$ cat config.mk
export PLATFORM = sky130hd
export DESIGN_NAME = vdm_ctrl
export DESIGN_NICKNAME = d
export VERILOG_FILES = /design/src/rtl/vdm_pkg.sv /design/src/rtl/vdm_ctrl.sv
export SDC_FILE = /design/constraint.sdc
export NUM_CORES = 1
export LEC_CHECK = 0
export ABC_AREA = 1
export CORE_MARGIN = 2
export CORE_UTILIZATION = 30
export CTS_CLUSTER_SIZE = 30
export DETAILED_ROUTE_END_ITERATION = 12
export DONT_BUFFER_PORTS = 1
export PLACE_DENSITY = 0.47
export SLEW_MARGIN = 20
export SYNTH_ARGS = -nofsm -noshare
export SYNTH_HDL_FRONTEND = slang
export SYNTH_SLANG_ARGS = --single-unit
$ cat constraint.sdc
create_clock -name clock -period 1.8 [get_ports clock]
set_input_delay 0.18 -clock clock [delete_from_list [all_inputs] [get_ports clock]]
set_output_delay 0.18 -clock clock [all_outputs]
set_load 0.02 [all_outputs]
$ cat src/rtl/vdm_pkg.sv
// Shared types and constants for the vector distance metric block.
package vdm_pkg;

   localparam int ELEM_W     = 16;
   localparam int ACC_W      = 48;
   localparam int ROOT_W     = ACC_W / 2;
   localparam int OUT_W      = 32;
   localparam int OUT_FRAC   = 15;
   localparam int NUM_W      = ACC_W + OUT_FRAC;
   localparam int SQRT_STEPS = ROOT_W;
   localparam int DIV_STEPS  = NUM_W;
   localparam int CNT_W      = 6;

   localparam logic [1:0] METRIC_EUCLIDEAN = 2'd0;
   localparam logic [1:0] METRIC_MANHATTAN = 2'd1;
   localparam logic [1:0] METRIC_COSINE    = 2'd2;

   localparam logic [1:0] STATUS_OK      = 2'd0;
   localparam logic [1:0] STATUS_ZERO    = 2'd1;
   localparam logic [1:0] STATUS_UNKNOWN = 2'd2;

   localparam logic [1:0] SEL_MAIN   = 2'd0;
   localparam logic [1:0] SEL_NORM_A = 2'd1;
   localparam logic [1:0] SEL_NORM_B = 2'd2;

   localparam logic [2:0] ADDR_METRIC = 3'd0;

   typedef struct packed {
      logic       acc;
      logic       last;
      logic       sq_step;
      logic       sq_first;
      logic [1:0] sq_sel;
      logic       save_ra;
      logic       mul;
      logic       div_step;
      logic       div_first;
      logic       res_load;
   } cmd_type;

   typedef struct packed {
      logic [1:0] metric;
      logic       mag_zero;
   } stat_type;

endpackage

$ cat src/rtl/vdm_ctrl.sv
// Sequencer for accumulation, square roots, multiply, divide and result hand-off.
module vdm_ctrl (
   input  logic              clock,
   input  logic              reset,
   input  logic              req_valid,
   input  logic              req_last_elem,
   output logic              req_ready,
   input  logic              rsp_ready,
   output logic              rsp_valid,
   input  vdm_pkg::stat_type stat,
   output vdm_pkg::cmd_type  cmd
);

   typedef enum logic [2:0] {
      ST_ACCUM, ST_ROUTE, ST_SQ_MAIN, ST_SQ_A, ST_SQ_B, ST_MUL, ST_DIV, ST_RESULT
   } state_type;

   state_type                  state_ff, state_in;
   logic [vdm_pkg::CNT_W-1:0]  cnt_ff, cnt_in;
   logic                       rsp_valid_ff, rsp_valid_in;
   logic                       sq_done, div_done;

   assign sq_done   = cnt_ff == vdm_pkg::CNT_W'(vdm_pkg::SQRT_STEPS - 1);
   assign div_done  = cnt_ff == vdm_pkg::CNT_W'(vdm_pkg::DIV_STEPS - 1);
   assign rsp_valid = rsp_valid_ff;

   always_comb begin
      cmd          = '0;
      state_in     = state_ff;
      cnt_in       = cnt_ff;
      req_ready    = 1'b0;
      rsp_valid_in = rsp_valid_ff & ~rsp_ready;
      case (state_ff)
         ST_ACCUM: begin
            req_ready = 1'b1;
            cmd.acc   = req_valid;
            cmd.last  = req_last_elem;
            if (req_valid && req_last_elem) begin
               state_in = ST_ROUTE;
            end
         end
         ST_ROUTE: begin
            cnt_in = '0;
            case (stat.metric)
               vdm_pkg::METRIC_EUCLIDEAN: state_in = ST_SQ_MAIN;
               vdm_pkg::METRIC_COSINE:    state_in = ST_SQ_A;
               default:                   state_in = ST_RESULT;
            endcase
         end
         ST_SQ_MAIN, ST_SQ_A, ST_SQ_B: begin
            cmd.sq_step  = 1'b1;
            cmd.sq_first = cnt_ff == '0;
            cmd.sq_sel   = (state_ff == ST_SQ_MAIN) ? vdm_pkg::SEL_MAIN :
                           (state_ff == ST_SQ_A) ? vdm_pkg::SEL_NORM_A : vdm_pkg::SEL_NORM_B;
            cmd.save_ra  = (state_ff == ST_SQ_B) && (cnt_ff == '0);
            cnt_in       = cnt_ff + 1'b1;
            if (sq_done) begin
               cnt_in = '0;
               case (state_ff)
                  ST_SQ_A: state_in = ST_SQ_B;
                  ST_SQ_B: state_in = ST_MUL;
                  default: state_in = ST_RESULT;
               endcase
            end
         end
         ST_MUL: begin
            cmd.mul  = 1'b1;
            cnt_in   = '0;
            state_in = ST_DIV;
         end
         ST_DIV: begin
            if (stat.mag_zero) begin
               state_in = ST_RESULT;
            end else begin
               cmd.div_step  = 1'b1;
               cmd.div_first = cnt_ff == '0;
               cnt_in        = cnt_ff + 1'b1;
               if (div_done) begin
                  state_in = ST_RESULT;
               end
            end
         end
         ST_RESULT: begin
            if (!rsp_valid_ff || rsp_ready) begin
               cmd.res_load = 1'b1;
               rsp_valid_in = 1'b1;
               state_in     = ST_ACCUM;
            end
         end
         default: state_in = ST_ACCUM;
      endcase
   end

   always_ff @(posedge clock) begin
      if (reset) begin
         state_ff     <= ST_ACCUM;
         cnt_ff       <= '0;
         rsp_valid_ff <= 1'b0;
      end else begin
         state_ff     <= state_in;
         cnt_ff       <= cnt_in;
         rsp_valid_ff <= rsp_valid_in;
      end
   end

endmodule

Word-level counts from Yosys, hierarchy flattened
Cells that the tools add are included.

cells by class
  add/sub/neg operators = 1
  equality and inequality tests = 15
  multiplexer cells = 23
  bitwise operators = 2
  reductions and logical operators = 12

operators by type and width
  kind                                                                    count
  3-bit case mux with 6 select lines                                      1
  6-bit case mux with 3 select lines                                      1
  3-bit two-way mux                                                       5
  3-bit equality test (second input constant)                             4
  6-bit two-way mux                                                       2
  2-bit two-way mux                                                       5
  2-bit inequality test (second input constant)                           4
  6-bit by 1-bit adder with 6-bit output (second input constant)          1
  3-bit by 2-bit equality test with 1-bit output (second input constant)  2
  6-bit by 5-bit equality test with 1-bit output (second input constant)  1
  6-bit equality test (second input constant)                             1
  6-bit zero test                                                         1
  1-bit two-way mux                                                       6
  3-bit case mux with 2 select lines                                      1
  5-bit two-way mux                                                       1
  2-bit case mux with 2 select lines                                      1
  4-bit AND reduction                                                     1
  3-bit by 1-bit equality test with 1-bit output (second input constant)  1
  3-bit zero test                                                         1
  3-bit inequality test (second input constant)                           1
  3-bit nonzero test                                                      1
  3-bit OR reduction                                                      1
  2-bit equality test (second input constant)                             1
  1-bit logical AND                                                       2
  other kinds (7)                                                         7

storage, ports and cells
  register bits = 10
  input port bits = 8
  output and inout bits = 13
  word-level logic and storage cells = 56

Longest topological paths before layout
  word-level depth = 4
  mapped depth = 12
  mapped depth without buffers = 12

Least setup slack after synthesis
No wires, ideal clock.

  path kind = reg-to-reg
  start = register state_ff[0]
  end = register state_ff[1]
  setup time = 0.113 ns
  data arrival time = 1.373 ns
  required time = 1.687 ns
  path slack = 0.313 ns
  stages on the path, launching flop included = 10
  path buffers = 0
  clock period less this slack = 1.487 ns
  cell sequence = dfxtp_1 -> inv_1 -> ha_1 -> nand2_4 -> nor2_2 -> o21ai_1 -> nand3_2 -> nand2_1 -> nand2_1 -> nor2_1

on the way
  longest elaborated chain between the ends = 4
  elaborated cells on any way between the ends = 17
  those cells by class = eq/ne (11); mux (3); reduce/logical (3)

ends and longest elaborated chain
  element                                                                    RTL line                        RTL
  start: declaration                                                         vdm_ctrl.sv:18                  state_type state_ff, state_in;
  start signal: assignment                                                   vdm_ctrl.sv:100                 state_ff <= state_in;
  3-bit equality test, or another cell as far along                          vdm_ctrl.sv:33, vdm_ctrl.sv:59
  2-bit case mux with 2 select lines or 3-bit OR reduction (tied branches)   vdm_ctrl.sv:59, vdm_ctrl.sv:33
  3-bit two-way mux or 2-bit inequality test (tied branches)                 n/a
  3-bit case mux with 6 select lines or 4-bit AND reduction (tied branches)  n/a

Parallel ways exist; a longest one is shown, timed or not. The select of a mux whose other input is x is not followed.
A chain may end at the register's enable or synchronous reset.

==> results.sh <==
export IMPL_clock_skew_ns=0.00245
export IMPL_ys_warn_count=0
export IMPL_yosysTopAreaCellShare_pct=22.9
export IMPL_drtPass1Iterations=4
export IMPL_critPathTopFamily="simple AND/OR/NAND/NOR gates"
export IMPL_grt_pass1_wl_um=3630
export IMPL_dr_total_vias=823
export IMPL_clk_pin_slew_ns=0.07
export IMPL_hp_class="input port to flop"
export IMPL_hpwl_um=1650
export IMPL_crit_arrival_ns=1.48
export IMPL_critPathSlowestCell="dfxtp_1"
export IMPL_fmax_ghz=0.602
export IMPL_synthArstFlopShare_pct=0
export IMPL_setup_viol=0
export IMPL_path_class="flop to output pin"
export IMPL_relSlewSlack_pct=69.8
export IMPL_drt_iter0_drc=40
export IMPL_rows=19
export IMPL_rsz0062_at_grt="false"
export IMPL_coreArea_um2=2760
export IMPL_tns_ns=0
export IMPL_fin_crit_ns=1.66
export IMPL_endpoint_kind="output pin"
export IMPL_die_w_um=58.0
export IMPL_syn_to_final_growth_pct=10.7
export IMPL_cts_buffers=3
export IMPL_drc=0
export IMPL_avgSynthCellArea_um2=6.20
export IMPL_reg2reg_slack_ns=0.22
export IMPL_grt_pass1_vias=812
export IMPL_netlist_top_cells_area="dfxtp_1 (23%), nand2_1 (14%), nor2_1 (12%)"
export IMPL_crit_buf_inv=2
export IMPL_critical_path_required_ns=1.62
export IMPL_num_io_pins=21
export IMPL_worstMarginPinSlew_ns=0.454
export IMPL_ys_ff_latch=10
export IMPL_cap_violations=0
export IMPL_slew_violations=0
export IMPL_cellPowerDensity_nw_per_um2=1500
export IMPL_cts_tree="done"
export IMPL_io_buffers=0
export IMPL_routed_wl_um=1980
export IMPL_finalCritPeriodShare_pct=92.3
export IMPL_synth_top_area_cell="dfxtp_1"
export IMPL_track_usage_pct=14.1
export IMPL_clock_latency_ns=0.26
export IMPL_antenna_found_initial=0
export IMPL_status="finished, final reports clean"
export IMPL_drive_gt1_share_pct=17.7
export IMPL_yosysUniqueCellTypes=19
export IMPL_ys_seq_area_share_pct=22.9
export IMPL_fp_dieH_um=58.0
export IMPL_stdcell_area_um2=968
export IMPL_grt_max_degree=10
export IMPL_vias_per_cell=4.62
export IMPL_antenna_left=0
export IMPL_slowest_delay_ns=0.34
export IMPL_hold_violations=0
export IMPL_ys_flop_type="dfxtp_1"
export IMPL_power_leakage_uw=0.000501
export IMPL_max_clock_path_buffers=2
export IMPL_worst_setup_path_start_kind="flop"
export IMPL_cts_setup_buffers=0
export IMPL_syn_nets=157
export IMPL_layout_nets=164
export IMPL_synth_edf_count=0
export IMPL_die_area_um2=3360
export IMPL_avgRoutedWirePerCell_um=11.1
export IMPL_path_max_fanout=5
export IMPL_placed_area_um2=917
export IMPL_synth_cell_area_um2=875
export IMPL_initial_core_util_pct=31.7
export IMPL_num_antenna_cells=0
export IMPL_netlist_instances=141
export IMPL_cts_sinks=10
export IMPL_ir_drop_mv=0.919
export IMPL_critical_path_cell_chain="inv_1 > ha_2 > nand2_4 > inv_4 > nand2_2 > nor2_2"
export IMPL_globalRoute_totalOverflow=0
export IMPL_root_buffer="clkbuf_4"
export IMPL_h_tree_depth=1
export IMPL_gp_congestion=0.822
-- layout by cell type (no fill, tap or decap), drive strengths merged --
cell	count
buf	2
inv	23
nand2	45
dfxtp	10
dlygate4sd3	1
o21ai	6
and3	1
nor2	28
ha	8
clkbuf	4
a21oi	7
nand3	11
nand4	1
-- area by class of cell --
cell class / instances / area [µm²]
Sequential cell: 10 / 200
Inverter: 23 / 91.3
Fill cell: 296 / 1790
Clock buffer: 4 / 36.3
Timing Repair Buffer: 3 / 25.0
Tap cell: 31 / 38.8
Multi-Input combinational cell: 107 / 577
-- registers in the layout (all words and copies together), names as in the netlist --
register / cells
cnt_ff: 6
state_ff: 3
rsp_valid: 1
-- cell families after synthesis --
kind of cell               synth area share (%)
DFF                                        22.9
buffers and inverters                      11.7
adders and majority gates                  11.4
AOI/OAI and AO/OA                          7.44
and+or+nand+nor                            46.5
-- metrics by stage --
stage               hold slack [ns]  utilization [%]  power, µW  setup WS, ns  std cells
floorplan                     0.249                -       1090         0.313        141
global placement              0.250             33.3       1260         0.244        173
detailed placement            0.255             33.3       1260         0.212        173
CTS                           0.102             35.0       1470        0.0489        178
global route                  0.106             35.1       1640       0.00893        178
finish                        0.111             35.1       1460         0.139        178
-- power by group --
part / total, µW / internal, µW / switching, µW
clock: 201 / 123 / 78.7
sequential: 332 / 266 / 65.7
combinational: 924 / 287 / 637
total: 1460 / 676 / 782
-- worst paths after layout --
kind / endpoint / startpoint / cells after the start
worst max-delay path: cmd[1] / state_ff[0] / 6
worst min-delay path: rsp_valid / rsp_ready / 3
worst max register to register: cnt_ff[0] / state_ff[0] / 10
worst min register to register: cnt_ff[2] / cnt_ff[2] / 2
-- worst min-delay path, cell delays in order --
cell and delay (ns):
inv_1 0.03, nand2_1 0.07, a21oi_1 0.06
-- per-layer routing --
| layer | track usage [%] | vias up | share of wire (%) |
|---|---|---|---|
| met3 | 3.35 | 2 | 4.1 |
| met5 | 0 | - | 0 |
| li1 | - | 449 | - |
| met2 | 20.6 | 17 | 45 |
| met1 | 19.1 | 355 | 50 |
| met4 | 7.31 | 0 | 0.76 |
-- repair_timing --
action / CTS / global route
endpoints found under the setup margin: 1 / 2
endpoints found under the hold margin: 1 / 0
pin swaps: 0 / 0
hold buffers: 1 / 0
resized for setup: 1 / 2
-- cell usage after synthesis, types with 2 or more instances --
master	instances
inv_4	2
o21ai_0	5
nand2_4	3
ha_1	8
nand3_1	9
a21oi_1	7
dfxtp_1	10
nand2_1	33
nand2_2	9
nor2_1	27
inv_1	20
Note: power is estimated with default switching activity, not from simulation.
